--- src/rtl/script_opcode_scanner_core_defines.svh ---
// Assertion macros for the script opcode scanner.
// Included by the top level; relies on nothing else.
`ifndef SCRIPT_OPCODE_SCANNER_CORE_DEFINES_SVH
`define SCRIPT_OPCODE_SCANNER_CORE_DEFINES_SVH

// Same-cycle implication, disabled while reset is asserted.
`define SOS_ASSERT_NOW(lbl, clk, rst_n, ante, cons, msg) \
    lbl: assert property (@(posedge clk) disable iff (!(rst_n)) (ante) |-> (cons)) \
        else $error(msg);

// Next-cycle implication, disabled while reset is asserted.
`define SOS_ASSERT_NEXT(lbl, clk, rst_n, ante, cons, msg) \
    lbl: assert property (@(posedge clk) disable iff (!(rst_n)) (ante) |=> (cons)) \
        else $error(msg);

`endif

--- src/rtl/sos_pkg.sv ---
// Shared types and constants for the script opcode scanner.
// No dependencies; every other file but the assertion macro header imports it.
package sos_pkg;

    localparam int unsigned MAX_SCRIPT_LEN = 16384;

    localparam logic [7:0] OPC_PUSHDATA1  = 8'h4c;
    localparam logic [7:0] OPC_PUSHDATA2  = 8'h4d;
    localparam logic [7:0] OPC_PUSHDATA4  = 8'h4e;
    localparam logic [7:0] OPC_16         = 8'h60;
    localparam logic [7:0] OPC_DUP        = 8'h76;
    localparam logic [7:0] OPC_EQUALVERIFY = 8'h88;
    localparam logic [7:0] OPC_HASH160    = 8'ha9;
    localparam logic [7:0] OPC_CHECKSIG   = 8'hac;
    localparam logic [7:0] OPC_CHECKSIGVERIFY = 8'had;
    localparam logic [7:0] OPC_CHECKMULTISIG  = 8'hae;
    localparam logic [7:0] OPC_CHECKMULTISIGVERIFY = 8'haf;

    localparam int unsigned SIGOP_W      = 19;
    localparam int unsigned BYTE_TOTAL_W = 17;
    localparam int unsigned LIMIT_W      = 16;
    localparam int unsigned LEN_W        = 32;
    localparam int unsigned WEIGHT_W     = 5;
    localparam int unsigned TPL_POS_W    = 3;

    localparam logic [LIMIT_W-1:0]  LIMIT_RESET     = 16'd200;
    localparam logic [LEN_W-1:0]    HASH_BYTES      = 32'd20;
    localparam logic [WEIGHT_W-1:0] MULTISIG_WEIGHT = 5'd20;
    localparam logic [WEIGHT_W-1:0] CHECKSIG_WEIGHT = 5'd1;
    localparam logic [TPL_POS_W-1:0] TPL_HASH_POS   = 3'd2;
    localparam logic [TPL_POS_W-1:0] TPL_DONE_POS   = 3'd5;

    localparam int unsigned SIGOP_CAP_RAW = 20 * MAX_SCRIPT_LEN;
    localparam int unsigned SIGOP_FIELD_MAX = (1 << SIGOP_W) - 1;
    localparam logic [SIGOP_W-1:0] SIGOP_CAP = (SIGOP_CAP_RAW > SIGOP_FIELD_MAX) ?
        SIGOP_W'(SIGOP_FIELD_MAX) : SIGOP_W'(SIGOP_CAP_RAW);

    localparam int unsigned QUEUE_DEPTH = 2;
    localparam int unsigned QPTR_W = (QUEUE_DEPTH > 1) ? $clog2(QUEUE_DEPTH) : 1;
    localparam int unsigned QCNT_W = $clog2(QUEUE_DEPTH + 1);

    typedef enum logic [1:0] {
        PH_OPCODE,
        PH_LENGTH,
        PH_DATA
    } t_phase;

    typedef enum logic [1:0] {
        OK_PUSH_DIRECT,
        OK_PUSHDATA,
        OK_PLAIN
    } t_op_kind;

    // Classification of a byte taken as an opcode.
    typedef struct packed {
        t_op_kind                  kind;
        logic [2:0]                len_bytes;
        logic [WEIGHT_W-1:0]       sig_weight;
        logic                      above_op16;
        logic [(1<<TPL_POS_W)-1:0] tpl_match;
    } t_cls;

    typedef struct packed {
        logic [7:0] script_byte;
        logic       last_byte;
        logic       empty_script;
        t_cls       cls;
    } t_entry;

endpackage

--- src/rtl/sos_channels.sv ---
// Handshake channels of the script opcode scanner: input bytes and results.
// Depends on sos_pkg for the field widths.
interface sos_in_if;
    logic       valid;
    logic       ready;
    logic [7:0] script_byte;
    logic       last_byte;
    logic       empty_script;

    modport source (output valid, output script_byte, output last_byte,
                    output empty_script, input ready);
    modport sink   (input valid, input script_byte, input last_byte,
                    input empty_script, output ready);
endinterface

interface sos_out_if;
    import sos_pkg::*;
    logic               valid;
    logic               ready;
    logic [SIGOP_W-1:0] sigop_count;
    logic               push_only;
    logic               truncated;
    logic               address_template;

    modport source (output valid, output sigop_count, output push_only,
                    output truncated, output address_template, input ready);
    modport sink   (input valid, input sigop_count, input push_only,
                    input truncated, input address_template, output ready);
endinterface

--- src/rtl/sos_front.sv ---
// Front end: accepts script bytes and classifies each one as an opcode.
// Depends on sos_pkg and sos_in_if.
module sos_front
    import sos_pkg::*;
(
    sos_in_if.sink   i_in,
    input  logic     i_q_full,
    output logic     o_push,
    output t_entry   o_entry
);

    t_cls w_cls;

    always_comb begin
        w_cls            = '0;
        w_cls.kind       = OK_PLAIN;
        w_cls.len_bytes  = 3'd4;
        w_cls.above_op16 = (i_in.script_byte > OPC_16);
        if (i_in.script_byte < OPC_PUSHDATA1) begin
            w_cls.kind = OK_PUSH_DIRECT;
        end else if (i_in.script_byte <= OPC_PUSHDATA4) begin
            w_cls.kind = OK_PUSHDATA;
        end
        if (i_in.script_byte == OPC_PUSHDATA1) begin
            w_cls.len_bytes = 3'd1;
        end else if (i_in.script_byte == OPC_PUSHDATA2) begin
            w_cls.len_bytes = 3'd2;
        end
        if (i_in.script_byte == OPC_CHECKSIG || i_in.script_byte == OPC_CHECKSIGVERIFY) begin
            w_cls.sig_weight = CHECKSIG_WEIGHT;
        end else if (i_in.script_byte == OPC_CHECKMULTISIG ||
                     i_in.script_byte == OPC_CHECKMULTISIGVERIFY) begin
            w_cls.sig_weight = MULTISIG_WEIGHT;
        end
        // One bit per template position; the hash push position never matches an opcode.
        w_cls.tpl_match[0] = (i_in.script_byte == OPC_DUP);
        w_cls.tpl_match[1] = (i_in.script_byte == OPC_HASH160);
        w_cls.tpl_match[3] = (i_in.script_byte == OPC_EQUALVERIFY);
        w_cls.tpl_match[4] = (i_in.script_byte == OPC_CHECKSIG);
    end

    assign i_in.ready            = !i_q_full;
    assign o_push                = i_in.valid && !i_q_full;
    assign o_entry.script_byte   = i_in.script_byte;
    assign o_entry.last_byte     = i_in.last_byte;
    assign o_entry.empty_script  = i_in.empty_script;
    assign o_entry.cls           = w_cls;

endmodule

--- src/rtl/sos_queue.sv ---
// Short register queue between the front end and the back end.
// Depends on sos_pkg.
module sos_queue
    import sos_pkg::*;
(
    input  logic   i_clk,
    input  logic   i_rst_n,
    input  logic   i_push,
    input  t_entry i_entry,
    input  logic   i_pop,
    output logic   o_full,
    output logic   o_valid,
    output t_entry o_entry
);

    t_entry              r_mem [QUEUE_DEPTH];
    logic [QPTR_W-1:0]   r_wr_ptr, n_wr_ptr;
    logic [QPTR_W-1:0]   r_rd_ptr, n_rd_ptr;
    logic [QCNT_W-1:0]   r_count, n_count;

    always_comb begin
        n_wr_ptr = r_wr_ptr;
        n_rd_ptr = r_rd_ptr;
        n_count  = r_count;
        if (i_push) begin
            n_wr_ptr = (r_wr_ptr == QPTR_W'(QUEUE_DEPTH - 1)) ? '0 : r_wr_ptr + 1'b1;
        end
        if (i_pop) begin
            n_rd_ptr = (r_rd_ptr == QPTR_W'(QUEUE_DEPTH - 1)) ? '0 : r_rd_ptr + 1'b1;
        end
        if (i_push && !i_pop) begin
            n_count = r_count + 1'b1;
        end else if (!i_push && i_pop) begin
            n_count = r_count - 1'b1;
        end
    end

    always_ff @(posedge i_clk) begin
        if (!i_rst_n) begin
            r_wr_ptr <= '0;
            r_rd_ptr <= '0;
            r_count  <= '0;
        end else begin
            r_wr_ptr <= n_wr_ptr;
            r_rd_ptr <= n_rd_ptr;
            r_count  <= n_count;
        end
    end

    always_ff @(posedge i_clk) begin
        if (i_push) begin
            r_mem[r_wr_ptr] <= i_entry;
        end
    end

    assign o_full  = (r_count == QCNT_W'(QUEUE_DEPTH));
    assign o_valid = (r_count != '0);
    assign o_entry = r_mem[r_rd_ptr];

endmodule

--- src/rtl/sos_back.sv ---
// Back end: parse state machine, counters and the result register.
// Depends on sos_pkg and sos_out_if.
module sos_back
    import sos_pkg::*;
(
    input  logic                i_clk,
    input  logic                i_rst_n,
    input  logic                i_q_valid,
    input  t_entry              i_q_entry,
    input  logic [LIMIT_W-1:0]  i_limit,
    output logic                o_pop,
    sos_out_if.source           o_out
);

    t_phase                  r_phase, n_phase;
    logic [2:0]              r_len_left, n_len_left;
    logic [1:0]              r_len_idx, n_len_idx;
    logic [LEN_W-1:0]        r_data_left, n_data_left;
    logic [LEN_W-1:0]        r_push_len, n_push_len;
    logic [SIGOP_W-1:0]      r_sigops, n_sigops;
    logic [BYTE_TOTAL_W-1:0] r_bytes, n_bytes;
    logic                    r_only_push, n_only_push;
    logic [TPL_POS_W-1:0]    r_tpl_pos, n_tpl_pos;
    logic                    r_tpl_ok, n_tpl_ok;

    logic                    r_out_valid, n_out_valid;
    logic [SIGOP_W-1:0]      r_out_sigops, n_out_sigops;
    logic                    r_out_push_only, n_out_push_only;
    logic                    r_out_trunc, n_out_trunc;
    logic                    r_out_tpl, n_out_tpl;

    logic                    w_ends;
    logic                    w_start;
    logic [LEN_W-1:0]        w_start_len;
    logic [SIGOP_W:0]        w_sig_sum;
    logic                    w_trunc;

    assign w_ends = i_q_entry.last_byte || i_q_entry.empty_script;
    // A result-producing transaction needs the output register free or draining.
    assign o_pop  = i_q_valid && (!w_ends || !r_out_valid || o_out.ready);

    always_comb begin
        n_phase         = r_phase;
        n_len_left      = r_len_left;
        n_len_idx       = r_len_idx;
        n_data_left     = r_data_left;
        n_push_len      = r_push_len;
        n_sigops        = r_sigops;
        n_bytes         = r_bytes;
        n_only_push     = r_only_push;
        n_tpl_pos       = r_tpl_pos;
        n_tpl_ok        = r_tpl_ok;
        n_out_valid     = r_out_valid && !o_out.ready;
        n_out_sigops    = r_out_sigops;
        n_out_push_only = r_out_push_only;
        n_out_trunc     = r_out_trunc;
        n_out_tpl       = r_out_tpl;
        w_start         = 1'b0;
        w_start_len     = '0;
        w_sig_sum       = {1'b0, r_sigops} + (SIGOP_W + 1)'(i_q_entry.cls.sig_weight);
        w_trunc         = 1'b0;

        if (o_pop && !i_q_entry.empty_script) begin
            if (r_bytes != '1) begin
                n_bytes = r_bytes + 1'b1;
            end
            case (r_phase)
                PH_OPCODE: begin
                    case (i_q_entry.cls.kind)
                        OK_PUSH_DIRECT: begin
                            w_start     = 1'b1;
                            w_start_len = LEN_W'(i_q_entry.script_byte);
                        end
                        OK_PUSHDATA: begin
                            n_phase    = PH_LENGTH;
                            n_len_left = i_q_entry.cls.len_bytes;
                            n_len_idx  = '0;
                            n_push_len = '0;
                        end
                        OK_PLAIN: begin
                            if (i_q_entry.cls.above_op16) begin
                                n_only_push = 1'b0;
                            end
                            n_sigops = (w_sig_sum > (SIGOP_W + 1)'(SIGOP_CAP)) ?
                                SIGOP_CAP : w_sig_sum[SIGOP_W-1:0];
                            if (i_q_entry.cls.tpl_match[r_tpl_pos]) begin
                                n_tpl_pos = r_tpl_pos + 1'b1;
                            end else begin
                                n_tpl_ok = 1'b0;
                            end
                        end
                        default: begin
                        end
                    endcase
                end
                PH_LENGTH: begin
                    // Length bytes arrive least significant first.
                    n_push_len = r_push_len |
                        (LEN_W'(i_q_entry.script_byte) << {r_len_idx, 3'b000});
                    n_len_idx  = r_len_idx + 1'b1;
                    if (r_len_left != '0) begin
                        n_len_left = r_len_left - 1'b1;
                    end
                    if (n_len_left == '0) begin
                        w_start     = 1'b1;
                        w_start_len = n_push_len;
                    end
                end
                PH_DATA: begin
                    if (r_data_left != '0) begin
                        n_data_left = r_data_left - 1'b1;
                    end
                    if (n_data_left == '0) begin
                        n_phase = PH_OPCODE;
                    end
                end
                default: begin
                end
            endcase
        end

        if (w_start) begin
            if (r_tpl_pos == TPL_HASH_POS) begin
                if (w_start_len != HASH_BYTES) begin
                    n_tpl_ok = 1'b0;
                end
                n_tpl_pos = r_tpl_pos + 1'b1;
            end else begin
                n_tpl_ok = 1'b0;
            end
            n_data_left = w_start_len;
            n_phase     = (w_start_len != '0) ? PH_DATA : PH_OPCODE;
        end

        if (o_pop && w_ends) begin
            w_trunc         = (n_phase != PH_OPCODE);
            n_out_valid     = 1'b1;
            n_out_sigops    = n_sigops;
            n_out_push_only = n_only_push && !w_trunc &&
                              (n_bytes <= BYTE_TOTAL_W'(i_limit));
            n_out_trunc     = w_trunc;
            n_out_tpl       = n_tpl_ok && (n_tpl_pos == TPL_DONE_POS) && !w_trunc;
            // The next script starts from a clean parse state.
            n_phase     = PH_OPCODE;
            n_len_left  = '0;
            n_len_idx   = '0;
            n_data_left = '0;
            n_push_len  = '0;
            n_sigops    = '0;
            n_bytes     = '0;
            n_only_push = 1'b1;
            n_tpl_pos   = '0;
            n_tpl_ok    = 1'b1;
        end
    end

    always_ff @(posedge i_clk) begin
        if (!i_rst_n) begin
            r_phase     <= PH_OPCODE;
            r_len_left  <= '0;
            r_len_idx   <= '0;
            r_data_left <= '0;
            r_push_len  <= '0;
            r_sigops    <= '0;
            r_bytes     <= '0;
            r_only_push <= 1'b1;
            r_tpl_pos   <= '0;
            r_tpl_ok    <= 1'b1;
            r_out_valid <= 1'b0;
        end else begin
            r_phase     <= n_phase;
            r_len_left  <= n_len_left;
            r_len_idx   <= n_len_idx;
            r_data_left <= n_data_left;
            r_push_len  <= n_push_len;
            r_sigops    <= n_sigops;
            r_bytes     <= n_bytes;
            r_only_push <= n_only_push;
            r_tpl_pos   <= n_tpl_pos;
            r_tpl_ok    <= n_tpl_ok;
            r_out_valid <= n_out_valid;
        end
    end

    always_ff @(posedge i_clk) begin
        r_out_sigops    <= n_out_sigops;
        r_out_push_only <= n_out_push_only;
        r_out_trunc     <= n_out_trunc;
        r_out_tpl       <= n_out_tpl;
    end

    assign o_out.valid            = r_out_valid;
    assign o_out.sigop_count      = r_out_sigops;
    assign o_out.push_only        = r_out_push_only;
    assign o_out.truncated        = r_out_trunc;
    assign o_out.address_template = r_out_tpl;

endmodule

--- src/rtl/script_opcode_scanner_core.sv ---
// Channel    | Dir | Payload                                          | Handshake
// i_in       | in  | script_byte, last_byte, empty_script             | valid/ready
// o_out      | out | sigop_count, push_only, truncated, address_tmpl  | valid/ready
// i_cfg_wr_* | in  | push_only_size_limit (16 bits)                   | write enable
//
// One script byte per cycle is sustained while no end-of-script byte waits. A byte is
// written into the queue when accepted and popped by the back end, whose pop of a
// script's final byte loads the output register; the result leaves from there.
// The back end's registered parse state update sets the rate.
// Reset is synchronous and active low; the size limit resets to 200.
// Bytes keep flowing while a result waits; only a script's final byte waits for the
// output register, and the input stalls once the two-entry queue is full behind it.
//
// Top level of the script opcode scanner. Depends on sos_pkg, the channel
// interfaces, sos_front, sos_queue, sos_back and the assertion macro header.
`include "script_opcode_scanner_core_defines.svh"

module script_opcode_scanner_core
    import sos_pkg::*;
(
    input  logic               i_clk,
    input  logic               i_rst_n,
    sos_in_if.sink             i_in,
    sos_out_if.source          o_out,
    input  logic               i_cfg_wr_en,
    input  logic [LIMIT_W-1:0] i_cfg_wr_data
);

    logic [LIMIT_W-1:0] r_limit;
    logic               w_push;
    logic               w_pop;
    logic               w_q_full;
    logic               w_q_valid;
    t_entry             w_push_entry;
    t_entry             w_q_entry;
    logic               w_end_pop;
    logic               w_busy;

    always_ff @(posedge i_clk) begin
        if (!i_rst_n) begin
            r_limit <= LIMIT_RESET;
        end else if (i_cfg_wr_en) begin
            r_limit <= i_cfg_wr_data;
        end
    end

    sos_front u_front (
        .i_in     (i_in),
        .i_q_full (w_q_full),
        .o_push   (w_push),
        .o_entry  (w_push_entry)
    );

    sos_queue u_queue (
        .i_clk   (i_clk),
        .i_rst_n (i_rst_n),
        .i_push  (w_push),
        .i_entry (w_push_entry),
        .i_pop   (w_pop),
        .o_full  (w_q_full),
        .o_valid (w_q_valid),
        .o_entry (w_q_entry)
    );

    sos_back u_back (
        .i_clk     (i_clk),
        .i_rst_n   (i_rst_n),
        .i_q_valid (w_q_valid),
        .i_q_entry (w_q_entry),
        .i_limit   (r_limit),
        .o_pop     (w_pop),
        .o_out     (o_out)
    );

    assign w_end_pop = w_pop && (w_q_entry.last_byte || w_q_entry.empty_script);
    assign w_busy    = o_out.valid || w_q_valid;

    `SOS_ASSERT_NOW(a_pop_needs_entry, i_clk, i_rst_n, w_pop, w_q_valid, "pop from empty queue")
    `SOS_ASSERT_NEXT(a_end_gives_result, i_clk, i_rst_n, w_end_pop, o_out.valid, "no result")
    `SOS_ASSERT_NEXT(a_reset_clears_out, i_clk, 1'b1, !i_rst_n, !w_busy, "reset leaves state")

endmodule

--- src/flat_wrapper.sv ---
// flat-port wrapper written by rule: the top's interface ports become plain ports
module script_opcode_scanner_core_flat import sos_pkg::*;
  (i_clk, i_rst_n, i_cfg_wr_en, i_cfg_wr_data, i_in_valid, i_in_script_byte, i_in_last_byte, i_in_empty_script, i_in_ready, o_out_valid, o_out_sigop_count, o_out_push_only, o_out_truncated, o_out_address_template, o_out_ready);
  sos_in_if i_in_i ();
  sos_out_if o_out_i ();
  input  logic i_clk;
  input  logic i_rst_n;
  input  logic i_cfg_wr_en;
  input  logic [LIMIT_W-1:0] i_cfg_wr_data;
  input wire logic [$bits(i_in_i.valid)-1:0] i_in_valid;
  input wire logic [$bits(i_in_i.script_byte)-1:0] i_in_script_byte;
  input wire logic [$bits(i_in_i.last_byte)-1:0] i_in_last_byte;
  input wire logic [$bits(i_in_i.empty_script)-1:0] i_in_empty_script;
  output wire logic [$bits(i_in_i.ready)-1:0] i_in_ready;
  output wire logic [$bits(o_out_i.valid)-1:0] o_out_valid;
  output wire logic [$bits(o_out_i.sigop_count)-1:0] o_out_sigop_count;
  output wire logic [$bits(o_out_i.push_only)-1:0] o_out_push_only;
  output wire logic [$bits(o_out_i.truncated)-1:0] o_out_truncated;
  output wire logic [$bits(o_out_i.address_template)-1:0] o_out_address_template;
  input wire logic [$bits(o_out_i.ready)-1:0] o_out_ready;
  assign i_in_i.valid = i_in_valid;
  assign i_in_i.script_byte = i_in_script_byte;
  assign i_in_i.last_byte = i_in_last_byte;
  assign i_in_i.empty_script = i_in_empty_script;
  assign i_in_ready = i_in_i.ready;
  assign o_out_valid = o_out_i.valid;
  assign o_out_sigop_count = o_out_i.sigop_count;
  assign o_out_push_only = o_out_i.push_only;
  assign o_out_truncated = o_out_i.truncated;
  assign o_out_address_template = o_out_i.address_template;
  assign o_out_i.ready = o_out_ready;
  script_opcode_scanner_core u_core (.i_clk(i_clk), .i_rst_n(i_rst_n), .i_in(i_in_i), .o_out(o_out_i), .i_cfg_wr_en(i_cfg_wr_en), .i_cfg_wr_data(i_cfg_wr_data));
endmodule
--- config.mk ---
export PLATFORM = sky130hd
export DESIGN_NAME = script_opcode_scanner_core_flat
export DESIGN_NICKNAME = d
export VERILOG_FILES = /design/src/rtl/sos_pkg.sv /design/src/rtl/sos_channels.sv /design/src/rtl/sos_front.sv /design/src/rtl/sos_queue.sv /design/src/rtl/sos_back.sv /design/src/rtl/script_opcode_scanner_core.sv /design/src/flat_wrapper.sv
export VERILOG_INCLUDE_DIRS = /design/src /design/src/rtl
export SDC_FILE = /design/constraint.sdc
export NUM_CORES = 1
export LEC_CHECK = 0
export BUFFER_PORTS_ARGS = -buffer_cell sky130_fd_sc_hd__buf_4
export CORE_ASPECT_RATIO = 0.5
export CORE_MARGIN = 3
export CORE_UTILIZATION = 35
export CTS_CLUSTER_SIZE = 20
export DETAILED_ROUTE_END_ITERATION = 7
export PLACE_DENSITY = 0.52
export RECOVER_POWER = 100
export SLEW_MARGIN = 40
export SYNTH_ARGS = -nofsm -noshare
export SYNTH_HDL_FRONTEND = slang
export SYNTH_SLANG_ARGS = --single-unit
export TNS_END_PERCENT = 50
--- constraint.sdc ---
create_clock -name i_clk -period 4.4 [get_ports i_clk]
set_input_delay 1.32 -clock i_clk [delete_from_list [all_inputs] [get_ports i_clk]]
set_output_delay 1.32 -clock i_clk [all_outputs]
set_load 0.02 [all_outputs]
Word-level counts from Yosys, hierarchy flattened:

Memory sizes are Yosys's and may differ from the RTL's. A register that Yosys moved wholly into a read port is not among the register bits.
Cells that the tools add are included.

* logic and storage cells: 167
* input bits: 31
* flip-flop bits (word level): 155
* memories kept: 1
* memory bits (writable): 50

Memory list
* u_core.u_queue.r_mem: words 2, width 25, rd ports 1, clocked after Yosys merged registers in 1, write ports 1, line sos_queue.sv:16 `t_entry r_mem [QUEUE_DEPTH];`

* shifts and indexed selects: 1
* add/sub/neg operators: 10
* reductions and logical operators: 40
* equality and inequality tests: 19
* bitwise gates (word level): 2
* order comparisons: 6
* mux-type cells: 69

Operators with widths (number)
* 2-to-1 mux 32 bit: 9
* case mux 32 bit (2 select lines): 2
* 2-to-1 mux 19 bit: 4
* nonzero test 32 bit: 2
* equality test 8 bit (second input constant): 6
* 2-to-1 mux 3 bit: 12
* 2-to-1 mux 17 bit: 2
* logical NOT 32 bit: 1
* inequality test 32 x 5 -> 1 bit (second input constant): 1
* bitwise OR 32 bit: 1
* left shift 8 x 5 -> 32 bit: 1
* subtractor 32 x 1 -> 32 bit (second input constant): 1
* equality test 8 x 7 -> 1 bit (second input constant): 3
* 2-to-1 mux 1 bit: 22
* adder 19 x 5 -> 20 bit: 1
* > comparator 20 x 19 -> 1 bit (second input constant): 1
* 2-to-1 mux 2 bit: 10
* adder 17 x 1 -> 17 bit (second input constant): 1
* less-or-equal comparator 17 x 16 -> 1 bit: 1
* inequality test 17 bit (second input constant): 1
* nonzero test 2 bit: 6
* logical AND 1 bit: 11
* 2-to-1 mux 5 bit: 2
* > comparator 8 x 7 -> 1 bit (second input constant): 1
* 27 further kinds: 45

Depth between registers and ports, before layout:

Gate-level depths: netlist (run 1).

* depth after elaboration: 18
* mapped depth: 18
* depth with buffers taken out: 16

Cells and area by module:

A second synthesis (run 1) with hierarchy kept.

* cell total of the unflattened synthesis: 1225
* area total of the unflattened synthesis: 11531.1 um^2

Modules (own cells, without submodules)
* sos_back: area each 8301.7 um^2, sequential area each 2922.8 um^2, instances 1, cells each 1016
* sos_queue: area each 2313.5 um^2, sequential area each 1841.8 um^2, instances 1, cells each 112
* script_opcode_scanner_core: area each 608.1 um^2, sequential area each 320.3 um^2, instances 1, cells each 51
* sos_front: area each 307.8 um^2, sequential area each 0.0 um^2, instances 1, cells each 46

Worst setup path after synthesis (run 1):

No wires, ideal clock.

* path type: in2reg
* start point: input port o_out_ready
* end point: register u_core.u_back.r_out_push_only (netlist: u_core.u_back.o_out.push_only), data pin
* arrival time: 3.858 ns
* library setup time: 0.157 ns
* cell stages on the path: 15
* slack: 0.385 ns
* path buffers: 1
* cell sequence: nand2b_1 o32ai_1 or2_0 clkbuf_1 a211oi_1 xor2_1 ha_1 a21o_1 a21oi_1 o21ai_0 a21oi_1 a31oi_1 nor3_1 nor2_1 nor3_1

* longest elaborated chain between the ends: 11
* elaborated cells on any way between the ends: 16
* those cells by class: 1 x order compare; 7 x mux; 8 x reduce/logical

Ends and longest elaborated chain
* start, declared: line flat_wrapper.sv:20 `input wire logic [$bits(o_out_i.ready)-1:0] o_out_ready;`
* logical OR 1 bit (*): line sos_back.sv:40 `assign o_pop = i_q_valid && (!w_ends || !r_out_valid || o_out.ready);`
* logical AND 1 bit (*): line sos_back.sv:40
* logical AND 1 bit (*): line sos_back.sv:63 `if (o_pop && !i_q_entry.empty_script) begin`
* 2-to-1 mux 32 bit: line sos_back.sv:63
* nonzero test 32 bit: line sos_back.sv:132 `n_phase = (w_start_len != '0) ? PH_DATA : PH_OPCODE;`
* 2-to-1 mux 2 bit: line sos_back.sv:132
* 2-to-1 mux 2 bit: line sos_back.sv:122 `if (w_start) begin`
* nonzero test 2 bit: line sos_back.sv:136 `w_trunc = (n_phase != PH_OPCODE);`
* logical NOT 1 bit: line sos_back.sv:139 `n_out_push_only = n_only_push && !w_trunc &&`
* logical AND 1 bit: line sos_back.sv:139
* logical AND 1 bit (*): line sos_back.sv:139
* end signal, assigned: line sos_back.sv:187 `r_out_push_only <= n_out_push_only;`
* end, declared: line sos_back.sv:28 `logic r_out_push_only, n_out_push_only;`

Mark *: on every way between the ends. The rest lies on a longest branch, timed or not.
A chain may end at the register's enable or synchronous reset.

Worst setup path after layout (run 1):

* start point: input port o_out_ready
* end point: register u_core.u_back.r_push_len[26]

* longest elaborated chain between the ends: 4
* elaborated cells on any way between the ends: 6
* those cells by class: 6 x reduce/logical

Ends and longest elaborated chain
* logical OR 1 bit (*): line sos_back.sv:40
* logical AND 1 bit (*): line sos_back.sv:40
* logical AND 1 bit (on tied branches)
* AND reduction 3 bit (no source line) / OR reduction 2 bit (equally long branches)
* end signal, assigned: line sos_back.sv:175 `r_push_len <= n_push_len;`
* end, declared: line sos_back.sv:19 `logic [LEN_W-1:0] r_push_len, n_push_len;`

Marked as above.

==> reports/qor.yml, run 1 <==
outcome: "finished with violations"
violations: "capacitance limit, slew limit"
worst_setup_hold_path_clk_slew_ns: 0.08
post_synth_most_frequent_cells: "139 x nor2_1, 134 x dfxtp_1, 103 x nand2_1"
total_power_w: 0.00763
worstHoldPathType: "reg2reg"
crit_path_max_fanout: 32
cts_root_buffer: "clkbuf_16"
die_w_um: 255
place_hpwl_um: 22500
power.static_leakage_nw: 4.48
power_density_mw_per_mm2: 633
diodes: 0
synthArstFlopShare_pct: 0
worst_slew_pin_slew_ns: 1.50
groute.layer.met2.usage_pct: 28.4
fin_worst_skew_ns: 0.0153
antenna_found_initial: 0
filler_cell_count: 3027
synth.most_common_cell: "nor2_1"
grt_pass1_wl_um: 49400
totalNegativeSetupSlack_ns: 0
core.rowCount: 44
cp-end-kind: "register"
clock_path_buffers: 2
vias_per_inst: 5.67
min_period_over_period_pct: 87.8
synth_edf_count: 66
gr-usage-met1_pct: 28.0
post_synth_num_cell_types: 81
seqCellArea_mm2: 0.00466
timing.critical_path.slowest_cell_delay_ns: 1.11
detailedRoute.firstPassIterationCount: 6
worst_rel_slew_slack_pct: -0.0780
postCtsResizedCells: 0
timing.final.setup_violations: 0
final_core_utilization_pct: 40.6
initial_core_util_pct: 36.4
timing.critical_path.max_delay_family: "buffers and inverters"
dominant_register_cell_in_the_synthesized_netlist: "dfxtp_1"
report.final.slew_viol_count: 22
multi_input_comb_area_mm2: 0.00573
globalRouteTotalUtil_pct: 19.1
clk_latency_ns: 0.46
drive_above_1_share_pct: 9.70
die_h_um: 130
dpl.cell_count: 1627
finalHoldViolations: 0
syn-mean-instance-area_um2: 8.89
synthesis.nets: 1278
stdcell_area_mm2: 0.0121
route.detailed.wl_per_inst_um: 18.7
synth-seq-area-share_pct: 43.1
detailed_place.area_mm2: 0.0117
busiest_layer: "met2"
post_cts_buffers: 0
port_buffers: 54
signed_area_change_from_the_synthesized_netlist_to_the_final_layout_pct: 11.3
post_synth_main_area_contributors: "dfxtp_1 25%, edfxtp_1 18%, nor2_1 4.8%"
yosys_register_bits: 200
rsz0062_at_grt: "no"
slowest_stage: "clkbuf_1"
worst_setup_path_start_kind: "primary input"
critical_path.cell_chain: "clkbuf_4, nand2b_1, o32ai_1, clkbuf_1, nor3_1, clkbuf_1, nand2_1, clkbuf_1, a22oi_1, nor2_1"
worst-setup-path-type: "in2reg"
first_global_vias: 8824
tritoncts_sinks: 200
remaining_drc_errors: 0
totalWireLength_um: 31100
design.final.nets: 1314
htree_levels: 4
worst-endpoint-arrival_ns: 4.25
use_met3_pct: 4.89
syn_area_mm2: 0.0108
post-synth-top-area-fraction_pct: 24.8
die-area_mm2: 0.0332
period_minus_slack_ns: 3.86
worstPathBufferInverterCount: 4
final_non_filler_cell_total: 1659
vias: 9404
max-vdd-ir-drop_mv: 0.369
number_of_clock_buffers_inserted_by_tritoncts: 17
area_leader_netlist: "dfxtp_1"
crit_path_frequent_cell: "clkbuf_1"
grt_max_degree: 36
drtAntennaViolNets: 0
coreArea_mm2: 0.0297
synth_warnings: 0
drt_iter0_drc: 936
cp_required_ns: 4.79
synthCells: 1219
gp_congestion: 0.906
peak_freq_mhz: 259
pin_count: 55
holdBufCountCts: 0
cap_viol_max_count: 1
clock_tree_from_tritoncts: "done"
grt_remaining_overflow: 0
## power by group
group | leakage [nW] | total [W] | internal (W) | switching, W
Combinational | 2.50 | 0.00378 | 0.00133 | 0.00245
Sequential | 1.71 | 0.00234 | 0.00217 | 0.000176
Clock | 0.274 | 0.00151 | 0.000738 | 0.000772
## worst paths after layout
path / cells past startpoint / startpoint / slack [ns] / to
worst max-delay path: 10 / o_out_ready / 0.54 / u_core.u_back.r_push_len[26]
worst min-delay path: 2 / u_core.u_back.r_push_len[25] / 0.49 / u_core.u_back.r_push_len[25]
worst max register to register: 11 / register / 0.57 / u_core.u_back.r_data_left[25]
worst min register to register: 2 / u_core.u_back.r_push_len[25] / 0.49 / u_core.u_back.r_push_len[25]
## cell families (layout without fill, tap and decap cells)
family          after synthesis  in the layout  synth area share (%)
compound gates              310            310                  19.1
xor+xnor                     42             42                  3.40
fa+ha+maj                    28             28                  3.23
buf+inv                     111            160                  4.13
flops                       200            200                  43.1
mux                          39             39                  3.78
simple gates                489            489                  23.3
## cells in the final DEF, fill, tap and decap left out, types with 10 or more instances in the layout
master and instances:
ha_1 28, xor2_1 17, a22oi_1 32, a31oi_1 14
nor4_1 17, nor2_1 138, o21ai_0 37, nand4_1 18
clkbuf_16 17, and3_1 16, or3_1 22, nand3_1 23
nor2b_1 23, a21o_1 14, a21oi_1 95, or2_2 14
nand2b_1 10, dfxtp_1 134, mux2i_1 24, inv_1 42
nand2_1 103, o22ai_1 17, mux2_2 12, nor3_1 31
o31ai_1 12, and2_1 15, a211oi_1 13, xnor2_1 25
clkbuf_1 44, buf_4 39, edfxtp_1 66, o211ai_1 10
and2_0 18
## layer usage
| metal | vias to the layer above | wire length (um) |
|---|---|---|
| li1 | 4553 | - |
| met2 | 313 | 13200 |
| met4 | 0 | 298 |
| met3 | 23 | 2170 |
| met1 | 4515 | 15400 |
| met5 | - | 0 |
## sequential cells by signal, summed over array words and instances (netlist names), 3 cells and up, named ones only
signal,count
u_core.u_back.r_tpl_pos,3
u_core.u_back.r_len_left,3
u_core.u_queue.r_mem,44
u_core.r_limit,16
u_core.u_back.r_data_left,32
u_core.u_back.o_out.sigop_count,19
u_core.u_back.r_bytes,17
u_core.u_back.r_sigops,19
u_core.u_back.r_push_len,32
## tightest hold or removal path: stages (launching register included)
cell and delay (ns):
dfxtp_1 0.33, nand2_1 0.06, a21oi_1 0.05
## cell type report
cell class | count | area share, %
Timing Repair Buffer | 87 | 4.04
Clock buffer | 18 | 3.56
Tap cell | 391 | 4.06
Multi-Input combinational cell | 908 | 47.5
Clock inverter | 14 | 0.934
Inverter | 41 | 1.28
Sequential cell | 200 | 38.7
## through the flow
| step | hold slack (ns) | worst slack (ns) |
|---|---|---|
| CTS | 0.489 | 0.398 |
| global route | 0.517 | 0.204 |
| floorplan | 0.436 | 0.385 |
| global placement | 0.464 | 0.0356 |
| detailed placement | 0.476 | -0.0867 |
| finish | 0.490 | 0.537 |
Note: power is estimated with default switching activity, not from simulation.
==> inputs of run 2 (changes only) <==
--- a/config.mk
+++ b/config.mk
@@ -9,8 +9,8 @@
 export BUFFER_PORTS_ARGS = -buffer_cell sky130_fd_sc_hd__buf_4
-export CORE_ASPECT_RATIO = 0.5
+export CORE_ASPECT_RATIO = 0.75
 export CORE_MARGIN = 3
-export CORE_UTILIZATION = 35
+export CORE_UTILIZATION = 30
 export CTS_CLUSTER_SIZE = 20
 export DETAILED_ROUTE_END_ITERATION = 7
-export PLACE_DENSITY = 0.52
+export PLACE_DENSITY = 0.47
 export RECOVER_POWER = 100
==> constraint.sdc (replaced) <==
create_clock -name i_clk -period 4.4 [get_ports i_clk]
set_input_delay 0.44 -clock i_clk [delete_from_list [all_inputs] [get_ports i_clk]]
set_output_delay 0.44 -clock i_clk [all_outputs]
set_load 0.02 [all_outputs]
==> reports/qor.yml, run 2 (synthesized netlist as in run 1, its figures left out) <==
cp_required_ns: 4.74
clock_tree_from_tritoncts: "done"
layout_commonest_cell: "nor2_1"
reg2reg_setup_slack_ns: 0.54
grt_max_degree: 32
grt_remaining_overflow: 0
hold_path_depth: 3
worstPathBufferInverterCount: 3
power.static_leakage_nw: 4.45
stdcell_area_mm2: 0.0121
share_clk_of_total_power_pct: 21.2
period_minus_slack_ns: 3.86
grt_pass1_wl_um: 51100
place_hpwl_um: 23700
vias_per_inst: 5.35
die-area_mm2: 0.0385
intPower_w: 0.00436
worst_hold_slack_ns: 0.204
number_of_clock_buffers_inserted_by_tritoncts: 17
filler_cell_count: 3670
remaining_drc_errors: 0
globalRouteTotalUtil_pct: 16.9
tritoncts_sinks: 200
timing.critical_path.slowest_cell_delay_ns: 0.72
rsz0062_at_grt: "no"
cp-end-kind: "register"
htree_levels: 4
power.net_switching_w: 0.00334
outcome: "finished with violations"
regToRegEndpoint: "u_core.u_back.r_data_left[25]"
pin_count: 55
timing.critical_path.max_delay_family: "simple AND/OR/NAND/NOR gates"
route.detailed.wl_per_inst_um: 18.6
clock_path_buffers: 2
initial_core_util_pct: 30.8
timing.final.setup_violations: 0
power_frac_seq_pct: 30.4
detailed_place.area_mm2: 0.0117
worst-endpoint-arrival_ns: 4.21
fin_worst_skew_ns: 0.0119
violations: "capacitance limit, slew limit"
peak_freq_mhz: 259
postCtsResizedCells: 0
vias: 9187
holdBufCountCts: 0
worst_setup_path_start_kind: "register"
totalNegativeSetupSlack_ns: 0
crit_path_frequent_cell: "nand2_1"
largest_register_ffs: 44
worst-setup-path-type: "reg2reg"
drive_above_1_share_pct: 8.98
slowest_stage: "or4_1"
cap_viol_max_count: 1
power_density_mw_per_mm2: 635
port_buffers: 54
largest_register: "u_core.u_queue.r_mem"
drt_iter0_drc: 866
holdPathEnd: "u_core.r_limit[6]"
cts_root_buffer: "clkbuf_16"
clk_latency_ns: 0.45
gp_congestion: 0.877
min_period_over_period_pct: 87.8
worstHoldPathType: "in2reg"
finalHoldViolations: 0
antenna_found_initial: 0
critical_path.cell_chain: "clkbuf_2, mux2_1, or4_1, nand2_1, nand2_1, buf_4, nand2_1, buf_4, o221ai_1, o211a_1"
detailedRoute.firstPassIterationCount: 5
diodes: 0
totalWireLength_um: 31900
max-vdd-ir-drop_mv: 0.414
largestRegisters: "u_core.u_queue.r_mem x44, u_core.u_back.r_data_left x32, u_core.u_back.r_push_len x32"
worst_hold_launch: "i_cfg_wr_data[6]"
crit_path_max_fanout: 31
mostFrequentLayoutCells: "139 x nor2_1, 134 x dfxtp_1, 103 x nand2_1"
report.final.slew_viol_count: 24
signed_area_change_from_the_synthesized_netlist_to_the_final_layout_pct: 11.9
p_sw_share_pct: 43.4
worst_setup_hold_path_clk_slew_ns: 0.08
die_w_um: 225
design.final.nets: 1305
power.combinational.fraction_pct: 48.4
worst_rel_slew_slack_pct: -5.42
core.rowCount: 59
worst_slew_pin_slew_ns: 1.58
post_cts_buffers: 0
drtAntennaViolNets: 0
coreArea_mm2: 0.0351
first_global_vias: 8826
die_h_um: 171
r2r.worst_path.cells: 10
[run 2: changes by cell type in the layout (fill, tap and decap cells not counted), moves of 2 or more]
cell,delta
buf_4,-6
bufinv_16,+2
clkbuf_4,-3
clkinv_2,-2
inv_4,+2
inv_6,-2
[run 2: worst reg2reg max path, delay by kind of cell (launching register included)]
family / cells / cell delay, ns
AOI/OAI and AO/OA: 2 / 0.34
DFF: 1 / 0.44
and+or+nand+nor: 4 / 1.33
muxes: 1 / 0.42
buffers and inverters: 3 / 1.23
[run 2: metrics by stage]
stage / setup WS (ns) / std cells / power [W] / utilization (%)
2_1_floorplan: 0.695 / 1219 / 0.00495 / -
3_3_place_gp: 0.812 / 1684 / 0.00618 / 33.3
3_5_place_dp: 0.713 / 1684 / 0.00614 / 33.4
4_1_cts: 0.680 / 1716 / 0.00781 / 35.1
5_1_grt: 0.164 / 1716 / 0.00817 / 34.5
6_report: 0.536 / 1716 / 0.00770 / 34.5
[run 2: worst max path at each step]
stage | endpoint | cells past startpoint | slack, ns
after floorplan | u_core.u_back.o_out.sigop_count[16] | 15 | 0.70
after global placement | u_core.u_back.o_out.push_only | 15 | 0.81
after detailed placement | u_core.u_back.o_out.push_only | 15 | 0.71
after CTS | u_core.u_back.o_out.push_only | 15 | 0.68
after global routing | u_core.u_back.o_out.push_only | 16 | 0.16
final | u_core.u_back.r_data_left[25] | 10 | 0.54
[run 2: cell type report]
cell class                      instances  area [um2]  area share [%]
Sequential cell                       200        4660            38.5
Clock buffer                           21         472            3.89
Timing Repair Buffer                   78         419            3.46
Tap cell                              457         572            4.71
Clock inverter                         11         130            1.07
Inverter                               41         154            1.27
Multi-Input combinational cell        908        5720            47.1
[run 2: power groups by stage]
stage               combinational, W  clock [W]  sequential [W]
global route                 0.00405    0.00176         0.00237
finish                       0.00373    0.00164         0.00234
global placement             0.00379          0         0.00239
detailed placement           0.00376          0         0.00238
CTS                          0.00378    0.00169         0.00234
floorplan                    0.00257          0         0.00239
[run 2: metal layers]
metal  wire [um]  vias up  track usage, %
met1       17100     4387            26.8
met5           0        -               0
met2       12600      266            23.3
li1            -     4511               -
met3        1790       23            2.88
met4         425        0            4.53
